--- src/rtl/gba_pkg.sv ---
// shared types, codes and constants of the grouped bitmap id allocator
`timescale 1ns / 1ps
package gba_pkg;

    localparam int MAX_GROUPS_DEF = 16;
    localparam int MAX_IPG_DEF    = 256;

    localparam int ID_W      = 13;
    localparam int CNT_W     = 9;
    localparam int NG_W      = 5;
    localparam int CFG_IDX_W = 2;

    localparam logic [CNT_W-1:0] CNT_MAX   = 9'd511;
    localparam logic [ID_W-1:0]  FREE_MAX  = 13'd8191;
    localparam logic [CNT_W-1:0] IPG_RST   = 9'd256;
    localparam logic [NG_W-1:0]  NG_RST    = 5'd16;
    localparam logic [ID_W-1:0]  TOTAL_RST = 13'd4096;

    localparam logic [1:0] ACT_ALLOC  = 2'd0;
    localparam logic [1:0] ACT_FREE   = 2'd1;
    localparam logic [1:0] ACT_FORMAT = 2'd2;
    localparam logic [1:0] ACT_NOP    = 2'd3;

    localparam logic [1:0] ST_OK     = 2'd0;
    localparam logic [1:0] ST_NOFREE = 2'd1;
    localparam logic [1:0] ST_RANGE  = 2'd2;

    localparam logic [CFG_IDX_W-1:0] CFG_IPG   = 2'd0;
    localparam logic [CFG_IDX_W-1:0] CFG_NG    = 2'd1;
    localparam logic [CFG_IDX_W-1:0] CFG_TOTAL = 2'd2;

    typedef struct packed {
        logic [1:0]      action;
        logic [ID_W-1:0] id_in;
        logic            is_directory;
    } gba_in_t;

    typedef struct packed {
        logic [1:0]      status;
        logic [ID_W-1:0] id_out;
        logic [ID_W-1:0] free_total;
    } gba_out_t;

    typedef struct packed {
        logic take_in;
        logic alloc_init;
        logic grp_next;
        logic grp_open;
        logic word_check;
        logic word_next;
        logic alloc_commit;
        logic div_start;
        logic free_locate;
        logic free_commit;
        logic fmt_init;
        logic fmt_step;
        logic res_nofree;
        logic res_range;
        logic load_out;
    } gba_cmd_t;

    typedef struct packed {
        logic grp_exhausted;
        logic grp_skip;
        logic word_hit;
        logic word_last;
        logic div_busy;
        logic id_zero;
        logic free_bad;
        logic fmt_last;
    } gba_sts_t;

endpackage

--- src/rtl/gba_ctrl.sv ---
// sequencing state machine of the allocator
`timescale 1ns / 1ps
module gba_ctrl (
    input  logic              clk,
    input  logic              rst_n,
    input  logic              in_valid,
    input  logic [1:0]        in_action,
    output logic              in_ready,
    output logic              out_valid,
    input  logic              out_ready,
    output gba_pkg::gba_cmd_t cmd,
    input  gba_pkg::gba_sts_t sts
);
    import gba_pkg::*;

    localparam logic [3:0] S_IDLE       = 4'd0;
    localparam logic [3:0] S_ALLOC_INIT = 4'd1;
    localparam logic [3:0] S_GRP_CHK    = 4'd2;
    localparam logic [3:0] S_RD         = 4'd3;
    localparam logic [3:0] S_CHK        = 4'd4;
    localparam logic [3:0] S_ALLOC_UPD  = 4'd5;
    localparam logic [3:0] S_FREE_START = 4'd6;
    localparam logic [3:0] S_DIV        = 4'd7;
    localparam logic [3:0] S_FREE_CHK   = 4'd8;
    localparam logic [3:0] S_FREE_RD    = 4'd9;
    localparam logic [3:0] S_FREE_WR    = 4'd10;
    localparam logic [3:0] S_FMT_INIT   = 4'd11;
    localparam logic [3:0] S_FMT        = 4'd12;
    localparam logic [3:0] S_DONE       = 4'd13;

    logic [3:0] state_reg, state_next;
    logic       out_valid_reg, out_valid_next;

    assign in_ready  = state_reg == S_IDLE;
    assign out_valid = out_valid_reg;

    always_comb
    begin
        state_next = state_reg;
        cmd        = '0;
        unique case (state_reg)
            S_IDLE:
            begin
                if (in_valid)
                begin
                    cmd.take_in = 1'b1;
                    unique case (in_action)
                        ACT_ALLOC:  state_next = S_ALLOC_INIT;
                        ACT_FREE:   state_next = S_FREE_START;
                        ACT_FORMAT: state_next = S_FMT_INIT;
                        default:    state_next = S_DONE;
                    endcase
                end
            end
            S_ALLOC_INIT:
            begin
                cmd.alloc_init = 1'b1;
                state_next     = S_GRP_CHK;
            end
            S_GRP_CHK:
            begin
                if (sts.grp_exhausted)
                begin
                    cmd.res_nofree = 1'b1;
                    state_next     = S_DONE;
                end
                else if (sts.grp_skip)
                begin
                    cmd.grp_next = 1'b1;
                end
                else
                begin
                    cmd.grp_open = 1'b1;
                    state_next   = S_RD;
                end
            end
            S_RD:
            begin
                state_next = S_CHK;
            end
            S_CHK:
            begin
                cmd.word_check = 1'b1;
                if (sts.word_hit)
                begin
                    state_next = S_ALLOC_UPD;
                end
                else if (sts.word_last)
                begin
                    cmd.grp_next = 1'b1;
                    state_next   = S_GRP_CHK;
                end
                else
                begin
                    cmd.word_next = 1'b1;
                    state_next    = S_RD;
                end
            end
            S_ALLOC_UPD:
            begin
                cmd.alloc_commit = 1'b1;
                state_next       = S_DONE;
            end
            S_FREE_START:
            begin
                if (sts.id_zero)
                begin
                    cmd.res_range = 1'b1;
                    state_next    = S_DONE;
                end
                else
                begin
                    cmd.div_start = 1'b1;
                    state_next    = S_DIV;
                end
            end
            S_DIV:
            begin
                if (!sts.div_busy)
                begin
                    state_next = S_FREE_CHK;
                end
            end
            S_FREE_CHK:
            begin
                if (sts.free_bad)
                begin
                    cmd.res_range = 1'b1;
                    state_next    = S_DONE;
                end
                else
                begin
                    cmd.free_locate = 1'b1;
                    state_next      = S_FREE_RD;
                end
            end
            S_FREE_RD:
            begin
                state_next = S_FREE_WR;
            end
            S_FREE_WR:
            begin
                cmd.free_commit = 1'b1;
                state_next      = S_DONE;
            end
            S_FMT_INIT:
            begin
                cmd.fmt_init = 1'b1;
                state_next   = S_FMT;
            end
            S_FMT:
            begin
                cmd.fmt_step = 1'b1;
                if (sts.fmt_last)
                begin
                    state_next = S_DONE;
                end
            end
            S_DONE:
            begin
                if (!out_valid_reg || out_ready)
                begin
                    cmd.load_out = 1'b1;
                    state_next   = S_IDLE;
                end
            end
            default:
            begin
                state_next = S_IDLE;
            end
        endcase
    end

    always_comb
    begin
        out_valid_next = out_valid_reg;
        if (cmd.load_out)
        begin
            out_valid_next = 1'b1;
        end
        else if (out_ready)
        begin
            out_valid_next = 1'b0;
        end
    end

    always_ff @(posedge clk or negedge rst_n)
    begin
        if (!rst_n)
        begin
            state_reg     <= S_IDLE;
            out_valid_reg <= 1'b0;
        end
        else
        begin
            state_reg     <= state_next;
            out_valid_reg <= out_valid_next;
        end
    end

    a_commit_after_hit: assert property (@(posedge clk) disable iff (!rst_n)
        cmd.alloc_commit |-> $past(sts.word_hit))
        else $error("allocation committed without a free bit");

    a_one_item: assert property (@(posedge clk) disable iff (!rst_n)
        (in_valid && in_ready) |=> !in_ready)
        else $error("second word taken while busy");

    a_load_shows: assert property (@(posedge clk) disable iff (!rst_n)
        cmd.load_out |=> out_valid)
        else $error("loaded result not presented");

    a_single_update: assert property (@(posedge clk) disable iff (!rst_n)
        $onehot0({cmd.alloc_commit, cmd.free_commit, cmd.fmt_step, cmd.grp_next}))
        else $error("conflicting counter updates");

endmodule

--- config.mk ---
export PLATFORM = sky130hd
export DESIGN_NAME = gba_ctrl
export DESIGN_NICKNAME = d
export VERILOG_FILES = /design/src/rtl/gba_pkg.sv /design/src/rtl/gba_ctrl.sv
export SDC_FILE = /design/constraint.sdc
export NUM_CORES = 1
export LEC_CHECK = 0
export BUFFER_PORTS_ARGS = -buffer_cell sky130_fd_sc_hd__buf_2
export CORE_MARGIN = 5
export CORE_UTILIZATION = 25
export DETAILED_ROUTE_END_ITERATION = 6
export PLACE_DENSITY_LB_ADDON = 0.2
export SYNTH_ARGS = -nofsm -noshare
export SYNTH_HDL_FRONTEND = slang
export SYNTH_SLANG_ARGS = --single-unit
export TNS_END_PERCENT = 20
--- constraint.sdc ---
create_clock -name clk -period 3.4 [get_ports clk]
set_input_delay 0.51 -clock clk [delete_from_list [all_inputs] [get_ports clk]]
set_output_delay 0.51 -clock clk [all_outputs]
set_load 0.02 [all_outputs]
==> run_results.csv <==
group,metric,value,unit
timing,tightestPinTransition,0.570,ns
clock_tree,cts_resized,0,
timing,slew_headroom,0.620,
timing,fin_crit,2.48,ns
critical_path,critPathKind,"reg -> out",
global_route,grt_max_degree,21,
routing,drc,0,
min_path,hold_path_class,"in -> async",
critical_path,path_cells,"or4b_4 -> nor3b_2 -> a21o_1 -> buf_2",
job,drv_cap,0,
clock_tree,clockRootBuffer,"clkbuf_4",
timing,clock_skew,0.00638,ns
routing,num_vias,778,
global_route,grt_pass1_vias,742,
clock_tree,cts.path.max_buffers,2,
pwr,clockPowerShare,0.098,
critical_path,cp-end-kind,"output port",
critical_path,worstPathRequired,2.89,ns
timing,max_clock_freq,0.403,GHz
routing,wl,1940,um
critical_path,slowest_stage,"or4b_4",
timing,rsz0062_at_grt,"false",
pwr,p_seq_frac,0.281,
timing,fin_hold_ws,0.0688,ns
logic_synthesis,syn_nets,115,
global_route,antenna_found_initial,0,
timing,tns,0,ns
layout,diodes,0,
layout,layout_commonest_cell,"buf_2",
pwr,power_leakage,0.447,nW
clock_tree,numCtsBuffers,3,
timing,setup-violations-final,0,
pwr,power_frac_comb,0.621,
pwr,vdd_drop_max,0.333,mV
die,die_area,3870,um^2
die,num_rows,19,
die,chipHeight,62.2,um
timing,slew_violations,0,
critical_path,critical-path-top-delay-family,"simple AND/OR/NAND/NOR gates",
routing,wl_per_cell,12.6,um
die,core_area,2690,um^2
routing,postRouteAntennaNets,0,
timing,finalHoldViolCount,0,
clock_tree,numClockSinks,5,
layout,largest_reg_flops,4,
pwr,p_int,0.000334,W
clock_tree,cts_setup_buffers,0,
pwr,power_switching,0.000396,W
pwr,swShare,0.543,
placed_design,numPortBuffers,30,
timing,setup_slack,0.921,ns
pwr,power_density,865,nW/um^2
die,io_pins,31,
clock_tree,htree_levels,1,
logic_synthesis,synth_seq_area_share,0.183,
die,die_x,62.2,um
layout,drive_gt1_frac,0.320,
logic_synthesis,synth-main-ff-cell,"dfrtp_1",
critical_path,r2r_cells,5,
clock_tree,insertion_delay,0.25,ns
placed_design,post-dp-hpwl,1460,um
placed_design,place.gp.congestion,0.856,
run_status,status,"finished, final reports clean",
layout,synthToLayoutAreaGrowth,23.7,%
logic_synthesis,syn_inst,98,
global_route,grt_first_pass_wirelength,3310,um
clock_tree,path_clk_slew,0.05,ns
critical_path,slowest_delay,0.64,ns
clock_tree,cts_tree,"yes",
layout,mostFrequentLayoutCells,"buf_2, nor2_1, nor3_1",
logic_synthesis,yosys_warnings,0,
routing,drt_pass1_iterations,4,
clock_tree,hold_buffers,0,
critical_path,startpoint_type,"flop",
logic_synthesis,synth_edf_count,0,
placed_design,place_ws,1.18,ns
global_route,overflow,0,
placed_design,placed_cell_area,817,um^2
global_route,grt_usage,0.101,
layout,instances_no_fill,153,
logic_synthesis,ys_ff_latch,5,
placed_design,dp.cells,149,
logic_synthesis,async_flop_share,1.00,
critical_path,crit_path_max_fanout,20,
die,initial_utilization,0.254,
routing,drt_iter0_markers,17,
logic_synthesis,netlist_area,682,um^2
layout,fin_area,843,um^2
logic_synthesis,syn_avg_cell_area,6.96,um^2
logic_synthesis,synth_cell_types,38,
layout,nets,140,
timing,timing.final.crit_share,0.729,
routing,via_per_inst,5.08,
critical_path,crit_buf_inv,1,
critical_path,cp.depth,4,
critical_path,worstPathArrival,1.97,ns
-- synthesized netlist by cell type, types with 2 or more instances --
cell / instances / area (um^2)
nand3_1: 2 / 10.0
nand2_1: 6 / 22.5
buf_1: 2 / 7.51
a21oi_1: 5 / 25.0
buf_4: 2 / 15.0
dfrtp_1: 5 / 125
nor3_1: 10 / 50.1
o21ai_0: 4 / 20.0
clkbuf_1: 4 / 15.0
ha_1: 3 / 37.5
mux2i_1: 2 / 20.0
nor4_1: 2 / 12.5
o22ai_1: 3 / 18.8
nand4_1: 2 / 12.5
inv_1: 8 / 30.0
nand2b_1: 4 / 25.0
nor2_1: 13 / 48.8
-- layout make-up --
cell class	instances	area, um^2
fill	308	1840
multi-input combinational	75	473
timing repair buffer	30	150
sequential	5	125
tap	31	38.8
inverter	8	30.0
clock buffer	4	26.3
-- stage by stage --
stage | util | total power (W)
6_report | 0.314 | 0.000730
3_5_place_dp | 0.304 | 0.000659
4_1_cts | 0.314 | 0.000734
3_3_place_gp | 0.304 | 0.000663
2_1_floorplan | - | 0.000569
5_1_grt | 0.314 | 0.000807
-- routing by layer --
layer	global-route usage	share of wire	vias up
met4	0.0325	0.0098	0
met3	0.0342	0.067	2
met1	0.146	0.51	354
li1	-	-	393
met2	0.137	0.41	29
met5	0	0	-
-- worst paths after layout --
path,slack (ns),end,startpoint
max,0.92,cmd[12],state_reg[2]
min,0.07,state_reg[0],rst_n
max reg2reg,1.24,state_reg[0],state_reg[2]
min reg2reg,0.53,out_valid,out_valid
max in group asynchronous,3.19,state_reg[1],rst_n
min in group clk,0.53,out_valid,out_valid
-- power groups by stage --
stage          clock (W)  sequential [W]  combinational, W
2_1_floorplan          0        0.000105          0.000464
3_3_place_gp           0        0.000202          0.000461
3_5_place_dp           0        0.000206          0.000453
4_1_cts        0.0000739        0.000204          0.000456
5_1_grt        0.0000789        0.000221          0.000507
6_report       0.0000712        0.000205          0.000453
-- kinds of logic after synthesis --
family / share of synthesized area
AO/OA/AOI/OAI: 0.207
XOR/XNOR: 0.0128
adder cells (fa/ha/maj): 0.0551
buffers and inverters: 0.123
flip-flops: 0.183
multiplexers: 0.0514
AND/OR/NAND/NOR: 0.367
(Power assumes the default switching activity.)
